==> config.mk <==
export PLATFORM = sky130hd
export DESIGN_NAME = sxc_ctrl
export DESIGN_NICKNAME = d
export VERILOG_FILES = /design/src/sv/sxc_pkg.sv /design/src/sv/sxc_ctrl.sv
export SDC_FILE = /design/constraint.sdc
export NUM_CORES = 1
export LEC_CHECK = 0
export BUFFER_PORTS_ARGS = -buffer_cell sky130_fd_sc_hd__buf_2
export CAP_MARGIN = 20
export CORE_ASPECT_RATIO = 0.7
export CORE_MARGIN = 2
export CORE_UTILIZATION = 30
export DETAILED_ROUTE_END_ITERATION = 8
export GPL_ROUTABILITY_DRIVEN = 0
export GPL_TIMING_DRIVEN = 0
export PLACE_DENSITY_LB_ADDON = 0.12
export SLEW_MARGIN = 20
export SYNTH_ARGS = -nofsm -noshare
export SYNTH_HDL_FRONTEND = slang
export SYNTH_SLANG_ARGS = --single-unit
==> constraint.sdc <==
create_clock -name clk -period 1.8 [get_ports clk]
set_input_delay 0.09 -clock clk [delete_from_list [all_inputs] [get_ports clk]]
set_output_delay 0.09 -clock clk [all_outputs]
set_load 0.01 [all_outputs]
==> src/sv/sxc_pkg.sv <==
// ----------------------------------------------------------------------------
// sxc_pkg: shared types and constants for the subset XOR counter
// Command codes, field widths, modulus and the controller-to-datapath
// command bundle.
// ----------------------------------------------------------------------------
package sxc_pkg;

  localparam int VALUE_W = 10;
  localparam int COUNT_W = 27;
  localparam int CMD_W   = 2;

  localparam logic [COUNT_W-1:0] COUNT_MOD = COUNT_W'(100000007);

  localparam logic [CMD_W-1:0] CMD_START  = 2'd0;
  localparam logic [CMD_W-1:0] CMD_ADD    = 2'd1;
  localparam logic [CMD_W-1:0] CMD_FORBID = 2'd2;
  localparam logic [CMD_W-1:0] CMD_QUERY  = 2'd3;

  typedef struct packed {
    logic clr_we;     // clearing pass: write init value at idx, clear mark
    logic mark_set;   // forbid: set mark at the incoming value
    logic v_load;     // latch element value for an add
    logic add_rd;     // add: read idx and idx^v from the live bank
    logic bank_flip;  // add finished: swap live and shadow banks
    logic q_rd;       // query: read count and mark at idx
    logic acc_clr;    // query start: zero the accumulator
    logic out_load;   // move accumulator into the output register
  } dp_cmd_t;

endpackage

==> src/sv/sxc_ctrl.sv <==
// ----------------------------------------------------------------------------
// sxc_ctrl: sequencer for the subset XOR counter
// Steps the table index for clearing, add and query passes and owns the
// handshake state of both channels.
// ----------------------------------------------------------------------------
module sxc_ctrl #(
  parameter int VALUE_BITS = 10
) (
  input  logic                          clk,
  input  logic                          rst_n,
  input  logic                          in_valid,
  input  logic [sxc_pkg::CMD_W-1:0]     in_cmd,
  output logic                          in_stall,
  output logic                          out_valid,
  input  logic                          out_stall,
  output sxc_pkg::dp_cmd_t              cmd,
  output logic [VALUE_BITS-1:0]         idx
);

  localparam logic [2:0] S_CLEAR     = 3'd0;
  localparam logic [2:0] S_IDLE      = 3'd1;
  localparam logic [2:0] S_ADD       = 3'd2;
  localparam logic [2:0] S_ADD_DRAIN = 3'd3;
  localparam logic [2:0] S_QUERY     = 3'd4;
  localparam logic [2:0] S_QDRAIN    = 3'd5;
  localparam logic [2:0] S_QLOAD     = 3'd6;

  logic [2:0]            state_r, state_nxt;
  logic [VALUE_BITS-1:0] idx_r, idx_nxt;
  logic                  out_valid_r, out_valid_nxt;
  logic                  idx_last;
  logic                  out_free;

  assign idx_last = &idx_r;
  assign out_free = !out_valid_r || !out_stall;

  always_comb begin
    state_nxt = state_r;
    idx_nxt   = idx_r;
    cmd       = '0;
    unique case (state_r)
      S_CLEAR: begin
        cmd.clr_we = 1'b1;
        idx_nxt    = idx_r + 1'b1;
        if (idx_last) state_nxt = S_IDLE;
      end
      S_IDLE: begin
        idx_nxt = '0;
        if (in_valid) begin
          unique case (in_cmd)
            sxc_pkg::CMD_START: begin
              state_nxt = S_CLEAR;
            end
            sxc_pkg::CMD_ADD: begin
              cmd.v_load = 1'b1;
              state_nxt  = S_ADD;
            end
            sxc_pkg::CMD_FORBID: begin
              cmd.mark_set = 1'b1;
            end
            sxc_pkg::CMD_QUERY: begin
              cmd.acc_clr = 1'b1;
              state_nxt   = S_QUERY;
            end
            default: begin
              state_nxt = S_IDLE;
            end
          endcase
        end
      end
      S_ADD: begin
        cmd.add_rd = 1'b1;
        idx_nxt    = idx_r + 1'b1;
        if (idx_last) state_nxt = S_ADD_DRAIN;
      end
      S_ADD_DRAIN: begin
        // last write lands on this edge, then the shadow bank goes live
        cmd.bank_flip = 1'b1;
        state_nxt     = S_IDLE;
      end
      S_QUERY: begin
        cmd.q_rd = 1'b1;
        idx_nxt  = idx_r + 1'b1;
        if (idx_last) state_nxt = S_QDRAIN;
      end
      S_QDRAIN: begin
        state_nxt = S_QLOAD;
      end
      S_QLOAD: begin
        if (out_free) begin
          cmd.out_load = 1'b1;
          state_nxt    = S_IDLE;
        end
      end
      default: begin
        state_nxt = S_CLEAR;
        idx_nxt   = '0;
      end
    endcase
  end

  always_comb begin
    if (cmd.out_load) out_valid_nxt = 1'b1;
    else if (!out_stall) out_valid_nxt = 1'b0;
    else out_valid_nxt = out_valid_r;
  end

  always_ff @(posedge clk) begin
    if (!rst_n) begin
      state_r     <= S_CLEAR;
      idx_r       <= '0;
      out_valid_r <= 1'b0;
    end else begin
      state_r     <= state_nxt;
      idx_r       <= idx_nxt;
      out_valid_r <= out_valid_nxt;
    end
  end

  assign in_stall  = (state_r != S_IDLE);
  assign out_valid = out_valid_r;
  assign idx       = idx_r;

  // a clearing pass always starts at entry zero after reset
  a_reset_clear: assert property (@(posedge clk)
    $past(!rst_n) |-> (state_r == S_CLEAR && idx_r == '0))
    else $error("clearing pass did not start at entry zero after reset");

  // a pending result is never overwritten
  a_no_overwrite: assert property (@(posedge clk) disable iff (!rst_n)
    cmd.out_load |-> out_free)
    else $error("output register loaded while holding a stalled result");

  // an add pass always drains and flips banks right after its last read
  a_add_drain: assert property (@(posedge clk) disable iff (!rst_n)
    (state_r == S_ADD && idx_last) |=> (state_r == S_ADD_DRAIN && idx_r == '0))
    else $error("add pass did not drain after the last entry");

  // index is zero whenever a new beat can be taken
  a_idle_idx: assert property (@(posedge clk) disable iff (!rst_n)
    (state_r == S_IDLE) |-> (idx_r == '0))
    else $error("index not at zero while idle");

endmodule

**After elaboration in Yosys (flattened, before gate mapping)**

Cells that the tools add are included.
W data, S select, Z words.

- Bits in registers: 14
- Input port bits: 6
- Output and inout bits: 20
- Word-level logic and storage cells: 53

- $add $sub $neg: 1
- Eq/ne operators: 17
- Multiplexer cells: 23
- Reduce and logical (&&, ||, !) cells: 9

Operators with widths:

| cell | number |
|---|---|
| $pmux W3 S7 | 1 |
| $pmux W10 S2 | 1 |
| $mux W3 | 5 |
| $mux W1 | 13 |
| $add A10 B1 Y10 const B | 1 |
| $ne A2 B2 Y1 const B | 5 |
| $reduce_and A10 Y1 | 1 |
| $eq A3 B3 Y1 const B | 3 |
| $pmux W3 S3 | 1 |
| $eq A3 B2 Y1 const B | 2 |
| $reduce_and A6 Y1 | 1 |
| $reduce_or A3 Y1 | 2 |
| $eq A2 B2 Y1 const B | 2 |
| $mux W2 | 2 |
| $ne A4 B1 Y1 const B | 1 |
| $eq A3 B1 Y1 const B | 1 |
| $logic_not A3 Y1 | 1 |
| $ne A3 B1 Y1 const B | 1 |
| $eq A2 B1 Y1 const B | 1 |
| $logic_not A1 Y1 | 2 |
| $logic_not A2 Y1 | 1 |
| $ne A2 B1 Y1 const B | 1 |
| $logic_or A1 B1 Y1 | 1 |

**Depth between registers and ports, before layout**

- Word-level depth: 5
- Mapped depth: 6
- Depth with buffers taken out: 6

**Least setup slack after synthesis**

Ideal clock, no wire load.

- Path type: reg-to-reg
- Start point: reg state_r[1]
- End point: reg idx_r[7], in the netlist idx[7]
- Library setup time: 59 ps
- Data arrival time: 1,491 ps
- Required time: 1,741 ps
- Setup slack: 250 ps
- Stages on the path, launching flop included: 6
- Path buffers: 1
- Period minus slack after synthesis: 1,550 ps
- Cell sequence: dfxtp_1 buf_6 and3b_4 a211o_4 or4_1 nand2_1

- Cells in the longest elaborated chain, start to end: 3
- Elaborated cells between the ends (all ways): 9
- Classes of those cells: eq/ne (5); mux (1); reduce/logical (3)

RTL lines:

| what | line | RTL |
|---|---|---|
| start, declared | sxc_ctrl.sv:28 | `logic [2:0] state_r, state_nxt;` |
| start signal, assigned | sxc_ctrl.sv:114 | `state_r <= state_nxt;` |
| $eq A3 B3 Y1 (tied with other cells) | sxc_ctrl.sv:41 | `unique case (state_r)` |
| $reduce_or A3 Y1 (no line) | n/a |  |
| $pmux W10 S2 | sxc_ctrl.sv:41 |  |
| end signal, assigned | sxc_ctrl.sv:115 | `idx_r <= idx_nxt;` |
| end, declared | sxc_ctrl.sv:29 | `logic [VALUE_BITS-1:0] idx_r, idx_nxt;` |

Several ways; a longest one is shown, not always the timed one.
A chain may end at the register's enable or synchronous reset.

**Final worst setup path**

Ends and elaborated chain as after synthesis.

==> flow_summary.json <==
{
  "clock_latency_ns": 0.24,
  "yosysSeqAreaShare_pct": 33.2,
  "slew_viol_final": 0,
  "die_y_um": 48.4,
  "cts_tree": "built",
  "clockRootBuffer": "clkbuf_8",
  "max_stage_delay_ns": 0.46,
  "ant_nets": 0,
  "fillers": 306,
  "grt_pass1_vias": 747,
  "synth_cell_types": 35,
  "rsz0062_at_grt": "false",
  "synth_area_leaders": "dfxtp_1, a21oi_1, ha_1",
  "crit_start": "state_r[1]",
  "yosysTopAreaCell": "dfxtp_1",
  "wl_met2_um": 807,
  "cts_buffers": 3,
  "multiInputGateArea_um2": 534,
  "cts-resized-gates": 0,
  "ys_warn_count": 0,
  "num-nets-final": 142,
  "max_slew.worst_pin.slew_ns": 0.501,
  "ctsHoldBuffers": 0,
  "path_cells": "buf_6 > and3b_4 > a211o_4 > or4_1 > nand2_1",
  "wl_per_cell_um": 11.8,
  "async_flop_share_pct": 0,
  "syn_area_per_cell_um2": 8.27,
  "cts_setup_buffers": 0,
  "fp.coreArea_mm2": 0.00274,
  "pwr-share-comb_pct": 7.5,
  "max_slew_margin_pct": 65.7,
  "rows": 16,
  "finalPower_mw": 0.625,
  "syn_nets": 112,
  "port_buffers": 25,
  "antenna_cells": 0,
  "fmax_mhz": 595,
  "regArea_um2": 280,
  "outcome": "complete, no violations",
  "leakagePower_nw": 0.481,
  "topRoutingLayerUsed": "met4",
  "power_density_mw_per_mm2": 583,
  "grtUsageTotal_pct": 14.5,
  "wl_met3_um": 101,
  "ys_seq_elements": 14,
  "clock_skew_ns": 0.00202,
  "h-tree-depth": 1,
  "synth_edf_count": 0,
  "drc": 0,
  "routed_wl_mm": 1.96,
  "irDropWorstVdd_v": 0.000366,
  "hpwlAfterDp_mm": 1.52,
  "antenna_found_initial": 0,
  "cts_sinks": 14,
  "syn_to_final_growth_pct": 27.2,
  "hold_path_depth": 3,
  "hold_path_class": "in -> reg",
  "pwr-share-clk_pct": 40.9,
  "report.final.hold_viol_count": 0,
  "drive_above_1_share_pct": 27.7,
  "swShare_pct": 22.2,
  "start_util_pct": 30.7,
  "grt_max_degree": 11,
  "num_vias": 826,
  "cap_violations": 0,
  "die_w_um": 67.4,
  "cp_slowest_cell": "or4_1",
  "clk_path_buf_depth": 2,
  "final_cells": 166,
  "io_pins": 26,
  "reg2reg_depth": 5,
  "path_delay_family": "simple AND/OR/NAND/NOR gates",
  "worstPathArrival_ns": 1.87,
  "die_area_mm2": 0.00326,
  "crit_path_start_kind": "register",
  "seqPwrFrac_pct": 51.6,
  "worst-path-buf-inv": 1,
  "critPathMaxFanout": 10,
  "cp_num_cells": 5,
  "synth_area_um2": 843,
  "dp.cells": 163,
  "yosysMostFrequentCell": "dfxtp_1",
  "finalCritPeriodShare_pct": 93.4,
  "fin_tns_setup_ns": 0,
  "drt_iter0_markers": 17,
  "postSynthCellCount": 102,
  "intPower_mw": 0.486,
  "grt_pass1_wl_mm": 3.64,
  "synthFlopType": "dfxtp_1",
  "synth_top_cell_area_share_pct": 33.2,
  "post-route-min-period_ns": 1.68,
  "drt-pass1-iter-count": 4,
  "reg2reg_from": "state_r[1]",
  "netlist_top_cells_count": "dfxtp_1, a21oi_1, nand2_1",
  "min_from": "out_stall",
  "crit_type": "reg -> reg",
  "wl_met1_mm": 1.03,
  "switchingPower_mw": 0.139,
  "cp-end-kind": "register",
  "post_drt_via_cell_ratio": 4.98,
  "setup_viol": 0,
  "cp.required_ns": 1.99,
  "overflow": 0,
  "cts.reportedPaths.clkPinSlew_ns": 0.05
}
-- placed cells by master, fill, tap and decap left out, drive strengths merged, types with 4 or more instances in the layout --
| cell | synthesis | routed |
|---|---|---|
| ha | 4 | 4 |
| and3 | 4 | 4 |
| buf | 2 | 27 |
| clkbuf | 2 | 5 |
| nor2 | 7 | 7 |
| nand2 | 8 | 8 |
| a21oi | 10 | 10 |
| o21ai | 6 | 6 |
| inv | 5 | 5 |
| dfxtp | 14 | 14 |
| nand3 | 4 | 4 |
-- path summary, 6_finish.rpt --
path / slack [ns] / end
worst max register to register: 0.12 / idx[7]
worst min-delay path: 0.12 / out_valid
worst max-delay path: 0.12 / idx[7]
worst min register to register: 0.50 / idx[9]
-- per-layer routing --
metal,up-vias,GRT usage [%]
met5,-,0
li1,425,-
met2,15,20.3
met4,0,4.08
met3,5,4.19
met1,381,21.6
-- layout make-up --
class | instances | share of cell area (%)
multi-input combinational | 79 | 49.8
sequential | 14 | 26.1
timing repair buffer | 25 | 11.7
tap | 36 | 4.20
clock buffer | 3 | 3.85
buffer | 4 | 2.57
inverter | 5 | 1.75
-- tightest hold or removal path, cell delays in order --
cell,delay (ns)
buf_2,0.09
a21oi_1,0.06
nor2b_1,0.09
-- power by group through the flow --
stage,combinational [mW],clock [mW],sequential (mW)
2_1_floorplan,0.0241,0,0.331
3_3_place_gp,0.0466,0,0.329
3_5_place_dp,0.0474,0,0.329
4_1_cts,0.0477,0.268,0.322
5_1_grt,0.0546,0.279,0.323
6_report,0.0467,0.256,0.322
-- cell families (layout without fill, tap and decap cells) --
kind of cell	Yosys count	count (layout)	share of synthesized area [%]
xor+xnor	5	5	6.08
compound gates	27	27	21.2
fa+ha+maj	4	4	5.93
buf+inv	9	37	5.34
simple gates	43	43	28.2
flops	14	14	33.2
-- per-stage QoR --
step                      setup WS (ns)  hold slack (ns)  area [um^2]  util (%)
after floorplan                   0.250            0.208          843         -
final                             0.119            0.124         1070      39.1
after CTS                        0.0961            0.126         1050      38.5
after global routing            0.00298            0.142         1070      39.1
after detailed placement          0.128            0.381         1010      37.0
after global placement           0.0879            0.359         1010      37.0
-- state kept, by name, summed over array words and instances (netlist names) --
register / cells
out_valid: 1
state_r: 3
idx: 10
No activity file was read; power rests on OpenSTA's default activity.
